--- src/rtl/core/assert_macros.svh ---
// Assertion macros for the RTL, clocked on aclk and held off during reset.
`ifndef ASSERT_MACROS_SVH
`define ASSERT_MACROS_SVH

// Same-cycle implication checked at every rising edge of aclk.
`define ASSERT_SAME(label, ante, cons) \
    label: assert property (@(posedge aclk) disable iff (!aresetn) (ante) |-> (cons)) \
        else $error("assertion failed");

// Next-cycle implication checked at every rising edge of aclk.
`define ASSERT_NEXT(label, ante, cons) \
    label: assert property (@(posedge aclk) disable iff (!aresetn) (ante) |=> (cons)) \
        else $error("assertion failed");

`endif

--- src/rtl/core/ps2mt_pkg.sv ---
// Types, constants and helper functions of the PS/2 mouse packet cursor tracker.
`default_nettype none

package ps2mt_pkg;

    // Field widths.
    localparam int COORD_W = 16;
    localparam int DELTA_W = 9;

    // Cursor footprint subtracted from the screen size for the upper clamp.
    localparam logic [COORD_W-1:0] CURSOR_SIZE = 16'd8;

    // Reset values of the registers and the cursor.
    localparam logic [COORD_W-1:0] WIDTH_RESET  = 16'd800;
    localparam logic [COORD_W-1:0] HEIGHT_RESET = 16'd600;
    localparam logic [COORD_W-1:0] CURSOR_RESET = 16'd200;

    // Header byte bit positions.
    localparam int HDR_SYNC_BIT = 3;
    localparam int HDR_XSIGN_BIT = 4;
    localparam int HDR_YSIGN_BIT = 5;
    localparam int HDR_XOVF_BIT = 6;
    localparam int HDR_YOVF_BIT = 7;

    // Configuration register indexes.
    localparam logic [0:0] CFG_SCREEN_WIDTH  = 1'b0;
    localparam logic [0:0] CFG_SCREEN_HEIGHT = 1'b1;

    // Button transition event codes.
    localparam logic [2:0] EV_OTHER         = 3'd0;
    localparam logic [2:0] EV_MOVE_HELD     = 3'd1;
    localparam logic [2:0] EV_LEFT_PRESS    = 3'd2;
    localparam logic [2:0] EV_LEFT_RELEASE  = 3'd3;
    localparam logic [2:0] EV_RIGHT_PRESS   = 3'd4;
    localparam logic [2:0] EV_RIGHT_RELEASE = 3'd5;

    // Position of the next byte within a packet.
    typedef enum logic [1:0] {
        POS_HEADER = 2'd0,
        POS_X      = 2'd1,
        POS_Y      = 2'd2
    } pos_t;

    // Add a movement to a coordinate and clamp it to 0 .. res - CURSOR_SIZE (0 when res is below CURSOR_SIZE).
    function automatic logic [COORD_W-1:0] clamp_axis(
        input logic [COORD_W-1:0] pos,
        input logic signed [DELTA_W:0] delta,
        input logic [COORD_W-1:0] res
    );
        logic signed [COORD_W+1:0] sum;
        logic [COORD_W-1:0] limit;
        logic [COORD_W-1:0] result;
        sum = $signed({2'b00, pos}) + $signed({{(COORD_W-DELTA_W+1){delta[DELTA_W]}}, delta});
        limit = (res >= CURSOR_SIZE) ? (res - CURSOR_SIZE) : '0;
        if (sum[COORD_W+1]) begin
            result = '0;
        end else if (sum[COORD_W:0] > {1'b0, limit}) begin
            result = limit;
        end else begin
            result = sum[COORD_W-1:0];
        end
        return result;
    endfunction

    // Classify the button change between two packets (bit 0 left, 1 right, 2 middle).
    function automatic logic [2:0] classify_event(
        input logic [2:0] prev,
        input logic [2:0] cur
    );
        logic [2:0] kind;
        kind = EV_OTHER;
        if (!prev[2] && !cur[2]) begin
            if (!prev[1] && !cur[1]) begin
                if (prev[0] && cur[0]) begin
                    kind = EV_MOVE_HELD;
                end else if (prev[0]) begin
                    kind = EV_LEFT_RELEASE;
                end else if (cur[0]) begin
                    kind = EV_LEFT_PRESS;
                end
            end
            if (!prev[0] && !cur[0]) begin
                if (prev[1] && cur[1]) begin
                    kind = EV_MOVE_HELD;
                end else if (prev[1]) begin
                    kind = EV_RIGHT_RELEASE;
                end else if (cur[1]) begin
                    kind = EV_RIGHT_PRESS;
                end
            end
        end
        return kind;
    endfunction

endpackage

`default_nettype wire

--- src/rtl/core/ps2_mouse_packet_cursor_tracker_core.sv ---
// A word is registered in the input stage, and a third byte's packet result in the result stage.
// Throughput: one word per cycle; the input and result registers form a two-stage pipeline.
// A stalled result holds the pipeline only while both stages are full.
// Reset (aresetn low, synchronous) empties both stages, clears packet sync and buttons,
// puts the cursor at 200,200 and the screen size at 800 by 600.
`default_nettype none
`include "assert_macros.svh"

module ps2_mouse_packet_cursor_tracker_core
    import ps2mt_pkg::*;
(
    input  wire logic                      aclk,
    input  wire logic                      aresetn,
    // Configuration write port
    input  wire logic                      cfg_wr_en,
    input  wire logic [0:0]                cfg_index,
    input  wire logic [COORD_W-1:0]        cfg_wdata,
    // Input words
    input  wire logic                      s_valid,
    output logic                           s_ready,
    input  wire logic [7:0]                s_data_byte,
    input  wire logic                      s_from_aux,
    input  wire logic                      s_parity_err,
    input  wire logic                      s_timeout_err,
    // Packet results
    output logic                           m_valid,
    input  wire logic                      m_ready,
    output logic                           m_left_button,
    output logic                           m_right_button,
    output logic                           m_middle_button,
    output logic                           m_x_overflow,
    output logic                           m_y_overflow,
    output logic signed [DELTA_W-1:0]      m_delta_x,
    output logic signed [DELTA_W-1:0]      m_delta_y,
    output logic [COORD_W-1:0]             m_cursor_x,
    output logic [COORD_W-1:0]             m_cursor_y,
    output logic [2:0]                     m_event_kind
);

    // Input stage
    logic       in_valid_reg;
    logic [7:0] in_data_reg;
    logic       in_aux_reg;
    logic       in_par_reg;
    logic       in_tmo_reg;

    // Configuration registers
    logic [COORD_W-1:0] width_reg;
    logic [COORD_W-1:0] height_reg;

    // Packet state
    pos_t               pos_reg, pos_next;
    logic [7:0]         header_reg, header_next;
    logic [7:0]         xbyte_reg, xbyte_next;
    logic [2:0]         buttons_reg, buttons_next;
    logic [COORD_W-1:0] col_reg, col_next;
    logic [COORD_W-1:0] row_reg, row_next;

    // Result stage
    logic                     out_valid_reg, out_valid_next;
    logic [2:0]               out_buttons_reg;
    logic [1:0]               out_ovf_reg;
    logic [DELTA_W-1:0]       out_dx_reg;
    logic [DELTA_W-1:0]       out_dy_reg;
    logic [COORD_W-1:0]       out_col_reg;
    logic [COORD_W-1:0]       out_row_reg;
    logic [2:0]               out_kind_reg;

    // Datapath signals
    logic                     advance;
    logic                     byte_ok;
    logic                     emit;
    logic [DELTA_W-1:0]       dx;
    logic [DELTA_W-1:0]       dy;
    logic signed [DELTA_W:0]  dx_ext;
    logic signed [DELTA_W:0]  dy_neg;
    logic                     no_ovf;
    logic [2:0]               kind;

    // The input stage moves on whenever the result stage can take its word.
    assign advance = in_valid_reg && (!out_valid_reg || m_ready);
    assign s_ready = !in_valid_reg || advance;
    assign byte_ok = in_aux_reg && !in_par_reg && !in_tmo_reg;

    // Input register.
    always_ff @(posedge aclk) begin
        if (!aresetn) begin
            in_valid_reg <= 1'b0;
        end else if (s_ready) begin
            in_valid_reg <= s_valid;
        end
        if (s_valid && s_ready) begin
            in_data_reg <= s_data_byte;
            in_aux_reg  <= s_from_aux;
            in_par_reg  <= s_parity_err;
            in_tmo_reg  <= s_timeout_err;
        end
    end

    // Configuration writes; an unknown index is ignored.
    always_ff @(posedge aclk) begin
        if (!aresetn) begin
            width_reg  <= WIDTH_RESET;
            height_reg <= HEIGHT_RESET;
        end else if (cfg_wr_en) begin
            case (cfg_index)
                CFG_SCREEN_WIDTH:  width_reg  <= cfg_wdata;
                CFG_SCREEN_HEIGHT: height_reg <= cfg_wdata;
                default: ;
            endcase
        end
    end

    // Packet decode of the third byte: deltas, overflow check and event.
    always_comb begin
        dx     = {header_reg[HDR_XSIGN_BIT], xbyte_reg};
        dy     = {header_reg[HDR_YSIGN_BIT], in_data_reg};
        dx_ext = $signed({dx[DELTA_W-1], dx});
        dy_neg = $signed({(DELTA_W+1){1'b0}}) - $signed({dy[DELTA_W-1], dy});
        no_ovf = !header_reg[HDR_XOVF_BIT] && !header_reg[HDR_YOVF_BIT];
        kind   = classify_event(buttons_reg, header_reg[2:0]);
    end

    // Byte position sequencer and state update.
    always_comb begin
        pos_next     = pos_reg;
        header_next  = header_reg;
        xbyte_next   = xbyte_reg;
        buttons_next = buttons_reg;
        col_next     = col_reg;
        row_next     = row_reg;
        emit         = 1'b0;
        if (advance && byte_ok) begin
            case (pos_reg)
                POS_X: begin
                    xbyte_next = in_data_reg;
                    pos_next   = POS_Y;
                end
                POS_Y: begin
                    pos_next     = POS_HEADER;
                    emit         = 1'b1;
                    buttons_next = header_reg[2:0];
                    if (no_ovf) begin
                        col_next = clamp_axis(col_reg, dx_ext, width_reg);
                        row_next = clamp_axis(row_reg, dy_neg, height_reg);
                    end
                end
                default: begin
                    // Waiting for a header; bytes without the sync bit are skipped.
                    if (in_data_reg[HDR_SYNC_BIT]) begin
                        header_next = in_data_reg;
                        pos_next    = POS_X;
                    end else begin
                        pos_next = POS_HEADER;
                    end
                end
            endcase
        end
    end

    // Packet state registers.
    always_ff @(posedge aclk) begin
        if (!aresetn) begin
            pos_reg     <= POS_HEADER;
            header_reg  <= '0;
            xbyte_reg   <= '0;
            buttons_reg <= '0;
            col_reg     <= CURSOR_RESET;
            row_reg     <= CURSOR_RESET;
        end else begin
            pos_reg     <= pos_next;
            header_reg  <= header_next;
            xbyte_reg   <= xbyte_next;
            buttons_reg <= buttons_next;
            col_reg     <= col_next;
            row_reg     <= row_next;
        end
    end

    // Result valid: set by a finished packet, cleared when the word is taken.
    always_comb begin
        out_valid_next = out_valid_reg;
        if (emit) begin
            out_valid_next = 1'b1;
        end else if (m_ready) begin
            out_valid_next = 1'b0;
        end
    end

    // Result register.
    always_ff @(posedge aclk) begin
        if (!aresetn) begin
            out_valid_reg <= 1'b0;
        end else begin
            out_valid_reg <= out_valid_next;
        end
        if (emit) begin
            out_buttons_reg <= header_reg[2:0];
            out_ovf_reg     <= {header_reg[HDR_YOVF_BIT], header_reg[HDR_XOVF_BIT]};
            out_dx_reg      <= dx;
            out_dy_reg      <= dy;
            out_col_reg     <= col_next;
            out_row_reg     <= row_next;
            out_kind_reg    <= kind;
        end
    end

    assign m_valid         = out_valid_reg;
    assign m_left_button   = out_buttons_reg[0];
    assign m_right_button  = out_buttons_reg[1];
    assign m_middle_button = out_buttons_reg[2];
    assign m_x_overflow    = out_ovf_reg[0];
    assign m_y_overflow    = out_ovf_reg[1];
    assign m_delta_x       = $signed(out_dx_reg);
    assign m_delta_y       = $signed(out_dy_reg);
    assign m_cursor_x      = out_col_reg;
    assign m_cursor_y      = out_row_reg;
    assign m_event_kind    = out_kind_reg;

    // A completed packet always shows up in the result stage.
    `ASSERT_NEXT(a_third_byte_emits, advance && byte_ok && pos_reg == POS_Y, m_valid)
    // A dropped byte leaves the packet position alone.
    `ASSERT_NEXT(a_drop_keeps_pos, advance && !byte_ok, $stable(pos_reg))
    // An overflowed packet does not move the cursor.
    `ASSERT_NEXT(a_overflow_holds_cursor, emit && !no_ovf, $stable(col_reg) && $stable(row_reg))

endmodule

`default_nettype wire

--- config.mk ---
export PLATFORM = sky130hd
export DESIGN_NAME = ps2_mouse_packet_cursor_tracker_core
export DESIGN_NICKNAME = d
export VERILOG_FILES = /design/src/rtl/core/ps2mt_pkg.sv /design/src/rtl/core/ps2_mouse_packet_cursor_tracker_core.sv
export VERILOG_INCLUDE_DIRS = /design/src /design/src/rtl/core
export SDC_FILE = /design/constraint.sdc
export NUM_CORES = 1
export LEC_CHECK = 0
export ABC_AREA = 1
export BUFFER_PORTS_ARGS = -buffer_cell sky130_fd_sc_hd__buf_2
export CAP_MARGIN = 20
export CORE_UTILIZATION = 28
export DETAILED_ROUTE_END_ITERATION = 12
export PLACE_DENSITY = 0.42
export SYNTH_ARGS = -nofsm -noshare
export SYNTH_HDL_FRONTEND = slang
export SYNTH_SLANG_ARGS = --single-unit
--- constraint.sdc ---
create_clock -name aclk -period 4.9 [get_ports aclk]
set_input_delay 0.49 -clock aclk [delete_from_list [all_inputs] [get_ports aclk]]
set_output_delay 0.49 -clock aclk [all_outputs]
set_load 0.1 [all_outputs]
Word-level counts from Yosys, hierarchy flattened --
Index checks and enable logic that the tools add are counted.
Word-level totals: flip-flop bits (word level) 156, bits of input ports 33, output and inout port bits 60
Operators by class: muxes and demuxes 26, eq/ne operators 2, add/subtract/negate cells 5, reductions and logical operators 32, $lt $le $gt $ge 4, bitwise logic cells 2
Operator list (count):
- 2-to-1 mux 16 bit | 12
- > comparator 17 x 16 -> 1 bit | 2
- >= comparator 16 x 4 -> 1 bit, second input constant | 2
- subtractor 16 x 4 -> 16 bit, second input constant | 2
- adder 17 x 10 -> 18 bit | 1
- adder 17 x 9 -> 18 bit | 1
- logical NOT 1 bit | 12
- 2-to-1 mux 3 bit | 4
- logical AND 1 bit | 11
- subtractor 1 x 9 -> 10 bit, first input constant | 1
- 2-to-1 mux 2 bit | 4
- AND reduction 2 bit | 4
- 2-to-1 mux 1 bit | 5
- one-hot mux 2 bit (2 select lines) | 1
- AND reduction 3 bit | 1
- equality test 2 x 1 -> 1 bit, second input constant | 1
- equality test 2 bit, second input constant | 1
- logical OR 1 bit | 2
- inverter 1 bit | 2
- nonzero test 2 bit | 1
- OR reduction 2 bit | 1

Longest topological paths before layout --
depth in word-level cells 8, mapped depth 26

Worst setup path before layout --
Ideal clock, no wire load.
path type flip-flop to flip-flop, start register out_valid_reg, in the netlist m_valid, end register buttons_reg[2], data arrival time 4.030 ns, setup slack 0.747 ns, stages on the path, launching flop included 9, data required time 4.777 ns, library setup time 0.123 ns, path buffers 0, clock period less this slack 4.153 ns, cell sequence dfxtp_1 -> inv_1 -> nor2_1 -> inv_1 -> nand2_1 -> nor2_1 -> inv_1 -> nor2_1 -> nor2_1
On the way: longest elaborated chain between the ends 5
RTL lines:
- start: declaration | RTL line ps2_mouse_packet_cursor_tracker_core.sv:60 | logic out_valid_reg, out_valid_next;
- start signal: assignment | RTL line ps2_mouse_packet_cursor_tracker_core.sv:195 | out_valid_reg <= out_valid_next;
- logical NOT 1 bit | RTL line ps2_mouse_packet_cursor_tracker_core.sv:81 | assign advance = in_valid_reg && (!out_valid_reg || m_ready);
- logical OR 1 bit | RTL line ps2_mouse_packet_cursor_tracker_core.sv:81
- logical AND 1 bit | RTL line ps2_mouse_packet_cursor_tracker_core.sv:81
- logical AND 1 bit | RTL line ps2_mouse_packet_cursor_tracker_core.sv:133 | if (advance && byte_ok) begin
- AND reduction 2 bit (no line)
- end signal: assignment | RTL line ps2_mouse_packet_cursor_tracker_core.sv:174 | buttons_reg <= buttons_next;
- end: declaration | RTL line ps2_mouse_packet_cursor_tracker_core.sv:55 | logic [2:0] buttons_reg, buttons_next;
No other way between the ends. A chain may end at the register's enable or synchronous reset.

Worst setup path in the final report --
start register in_data_reg[0], end register out_row_reg[8], in the netlist m_cursor_y[8] (data pin)
On the way: longest elaborated chain between the ends 8
RTL lines:
- start: declaration | RTL line ps2_mouse_packet_cursor_tracker_core.sv:42 | logic [7:0] in_data_reg;
- start signal: assignment | RTL line ps2_mouse_packet_cursor_tracker_core.sv:93 | in_data_reg <= s_data_byte;
- subtractor 1 x 9 -> 10 bit (*) | RTL line ps2_mouse_packet_cursor_tracker_core.sv:119 | dy_neg = $signed({(DELTA_W+1){1'b0}}) - $signed({dy[DELTA_W-1], dy});
- adder 17 x 10 -> 18 bit (*) | RTL line ps2mt_pkg.sv:53 | sum = $signed({2'b00, pos}) + $signed({{(COORD_W-DELTA_W+1){delta[DELTA_W]}}, delta});
- > comparator 17 x 16 -> 1 bit | RTL line ps2mt_pkg.sv:57 | end else if (sum[COORD_W:0] > {1'b0, limit}) begin
- 2-to-1 mux 16 bit | RTL line ps2mt_pkg.sv:57
- 2-to-1 mux 16 bit (*) | RTL line ps2mt_pkg.sv:55 | if (sum[COORD_W+1]) begin
- 2-to-1 mux 16 bit (*) | RTL line ps2_mouse_packet_cursor_tracker_core.sv:143 | if (no_ovf) begin
- 2-to-1 mux 16 bit (*) | RTL line ps2_mouse_packet_cursor_tracker_core.sv:134 | case (pos_reg)
- 2-to-1 mux 16 bit (*) | RTL line ps2_mouse_packet_cursor_tracker_core.sv:133
- net row_next[8] | RTL line ps2_mouse_packet_cursor_tracker_core.sv:57 | logic [COORD_W-1:0] row_reg, row_next;
- end signal: assignment | RTL line ps2_mouse_packet_cursor_tracker_core.sv:203 | out_row_reg <= row_next;
- end: declaration | RTL line ps2_mouse_packet_cursor_tracker_core.sv:66 | logic [COORD_W-1:0] out_row_reg;
Mark *: on every way through the listed nets, which the timed path passes. The rest lies on a longest branch.

==> impl_metrics.py <==
metrics = {
    "timing": {
        "rsz_0062_raised_after_global_routing": "no",
        "tightestPinTransition_ns": 0.748,
        "finalWorstSetupSlack_ns": 0.578,
        "final_period_minus_worst_setup_slack_ns": 4.32,
        "hold_violations": 0,
        "slew_viol_final": 0,
        "final.setup_skew_ns": 0.0106,
        "max-slew-margin-rel_pct": 50.0,
        "fmax_mhz": 231,
        "hold-worst-slack_ns": 0.233,
        "post-route-period-util_pct": 88.2,
        "timing.setup.tns_ns": 0,
        "finalSetupViolCount": 0,
    },
    "die": {
        "rows": 65,
        "die_w_um": 183,
        "fp.dieArea_um2": 33500,
        "die_height_um": 183,
        "design.portCount": 93,
        "placeableCoreArea_um2": 31900,
        "initial_core_utilization_pct": 28.8,
    },
    "yosys": {
        "syn-mean-instance-area_um2": 7.90,
        "number_of_synthesis_warnings": 0,
        "postSynthRegisterBits": 155,
        "ys_dominant_reg_cell": "dfxtp_1",
        "async_reset_ff_share_pct": 0,
        "mappedNetlistNets": 1268,
        "seq_area_frac_synth_pct": 41.3,
        "synth_cells": 1161,
        "synthesis.area_um2": 9180,
        "synth_enable_flop_cells": 69,
        "ys_types": 50,
    },
    "clock_network": {
        "tritoncts_clock_tree": "yes",
        "path_clk_slew_ns": 0.07,
        "clockRootBuffer": "clkbuf_16",
        "cts-htree-levels": 4,
        "clock_sinks": 155,
        "cts.path.max_buffers": 2,
        "cts_setup_buffers": 0,
        "number_of_hold_buffers_added_after_cts": 0,
        "worst_skew_pair.late_latency_ns": 0.43,
        "post_cts.resized_instances": 0,
        "cts_made_buffers": 17,
    },
    "grt": {
        "grt_pass1_vias": 7411,
        "global_route.overflow_total": 0,
        "largest_net_degree_at_the_start_of_global_routing": 56,
        "wire_length_of_the_first_global_routing_pass_um": 41200,
        "antenna_violations_before_repair": 0,
        "global_router_s_overall_resource_usage_pct": 16.2,
    },
    "detailed_routing": {
        "detailroute.via_count": 7829,
        "drtPass1Iterations": 5,
        "remaining_routing_drc_violations": 0,
        "routed_wire_length_per_instance_um": 15.6,
        "drtAntennaViolNets": 0,
        "route.detailed.vias_per_inst": 4.61,
        "route.final.wire_length_um": 26500,
        "detailedRoute.firstIterationViolations": 395,
    },
    "cells_and_area": {
        "commonest_non_fill_non_tap_cell_in_the_layout": "nand2_1",
        "count_of_non_filler_cells_in_the_finished_layout": 1699,
        "antennaDiodeCount": 0,
        "final_cell_mix": "nand2_1 (256), inv_1 (130), nor2_1 (118), buf_2 (92), a21oi_1 (91)",
        "area_delta_synth_final_pct": 16.7,
        "final_core_utilization_pct": 33.6,
        "final_net_count": 1358,
        "layout-drive-gt1-share_pct": 15.2,
        "final_cell_area_um2": 10700,
    },
    "place": {
        "placedInstanceArea_um2": 10100,
        "portBuffers": 92,
        "preCtsSetupSlack_ns": 0.598,
        "placed_cells": 1667,
        "place.gp.congestion": 0.858,
        "detailed_place_hpwl_um": 20700,
    },
    "power_and_ir_drop": {
        "cellPowerDensity_nw_per_um2": 293,
        "max-vdd-ir-drop_v": 0.000242,
        "power.static_leakage_nw": 5.01,
        "power_mw": 3.14,
    },
    "worst_hold_path": {
        "timing.hold.worst.class": "in2reg",
    },
    "setup_path": {
        "cp_data_required_time_ns": 5.08,
        "crit_path_max_fanout": 17,
        "crit_arrival_ns": 4.50,
        "critPathLaunchType": "register",
        "crit_path_kind": "reg2reg",
        "crit_path_end_kind": "register",
    },
    "run": {
        "maxCapViolCount": 0,
    },
    "run_status": {
        "result_of_the_run": "finished clean",
    },
}
report_power, final:
group          switching, mW  leakage [nW]  internal [mW]  total (mW)
sequential            0.0191          1.32           1.37        1.38
combinational          0.237          3.39          0.117       0.354
clock                  0.628         0.298          0.774        1.40
total                  0.884          5.01           2.26        3.14
cell usage after synthesis, types with 2 or more instances:
| library cell | n | area, µm² |
|---|---|---|
| nand2_2 | 15 | 93.8 |
| nand3_2 | 11 | 110 |
| o21ai_1 | 5 | 25.0 |
| o21bai_1 | 3 | 22.5 |
| inv_2 | 4 | 15.0 |
| inv_1 | 131 | 492 |
| nand3_1 | 85 | 425 |
| nor3_1 | 20 | 100 |
| xor2_1 | 21 | 184 |
| edfxtp_1 | 69 | 2070 |
| a211oi_1 | 4 | 30.0 |
| ha_1 | 72 | 901 |
| clkbuf_1 | 18 | 67.6 |
| buf_2 | 5 | 25.0 |
| nor2_4 | 2 | 22.5 |
| xnor2_1 | 6 | 52.6 |
| a21oi_1 | 91 | 455 |
| a31oi_1 | 3 | 18.8 |
| nor4_1 | 4 | 25.0 |
| o21a_1 | 2 | 15.0 |
| or2_2 | 5 | 31.3 |
| a21o_1 | 5 | 37.5 |
| nand4_1 | 7 | 43.8 |
| nor3_2 | 2 | 20.0 |
| nor2_1 | 119 | 447 |
| buf_4 | 3 | 22.5 |
| o211ai_1 | 8 | 60.1 |
| o21ai_0 | 65 | 325 |
| o31ai_1 | 2 | 15.0 |
| nand2_4 | 5 | 56.3 |
| buf_6 | 2 | 22.5 |
| fa_1 | 2 | 40.0 |
| dfxtp_1 | 86 | 1720 |
| a21oi_2 | 8 | 70.1 |
| nand2_1 | 256 | 961 |
path summary, 6_finish.rpt:
kind	start	end	slack [ns]	cells after the start
hold / removal	s_data_byte[2]	in_data_reg[2]	0.23	1
setup / recovery	in_data_reg[0]	m_cursor_y[8]	0.58	19
hold reg to reg	in_data_reg[7]	m_delta_y[7]	0.45	0
setup reg to reg	in_data_reg[0]	m_cursor_y[8]	0.58	19
area by class of cell:
| cell class | instances | area, µm² |
|---|---|---|
| clock buffer | 17 | 425 |
| clock inverter | 15 | 179 |
| fill | 3483 | 21200 |
| inverter | 136 | 510 |
| multi-input combinational | 841 | 4730 |
| sequential | 155 | 3790 |
| tap | 435 | 544 |
| timing repair buffer | 100 | 533 |
cells by family after synthesis:
| kind of cell | synth area share [%] |
|---|---|
| adder cells (fa/ha/maj) | 10.3 |
| buffers and inverters | 7.23 |
| XOR/XNOR | 2.58 |
| flip-flops | 41.3 |
| AND/OR/NAND/NOR | 26.5 |
| AO/OA/AOI/OAI | 12.1 |
routing by layer:
metal / vias to the layer above / track usage (%) / routed length [µm]
li1: 4052 / - / -
met1: 3574 / 23.9 / 13900
met2: 186 / 24.2 / 11000
met3: 17 / 2.34 / 1360
met4: 0 / 4.70 / 297
met5: - / 0 / 0
worst max-delay path, cell delays in order, from the launching register on:
cell,delay (ns)
edfxtp_1,0.42
ha_1,0.20
inv_1,0.09
fa_1,0.40
nand3_1,0.09
nand2_1,0.11
nand2_1,0.10
nand2_2,0.08
a21boi_0,0.30
o21ai_0,0.15
xnor2_1,0.26
inv_1,0.08
ha_1,0.33
nand4_1,0.09
nor4_1,0.28
nand4_2,0.45
nand2_4,0.38
nand2_1,0.08
nand3_1,0.12
nand2_1,0.07
No activity file was read; power rests on OpenSTA's default activity.
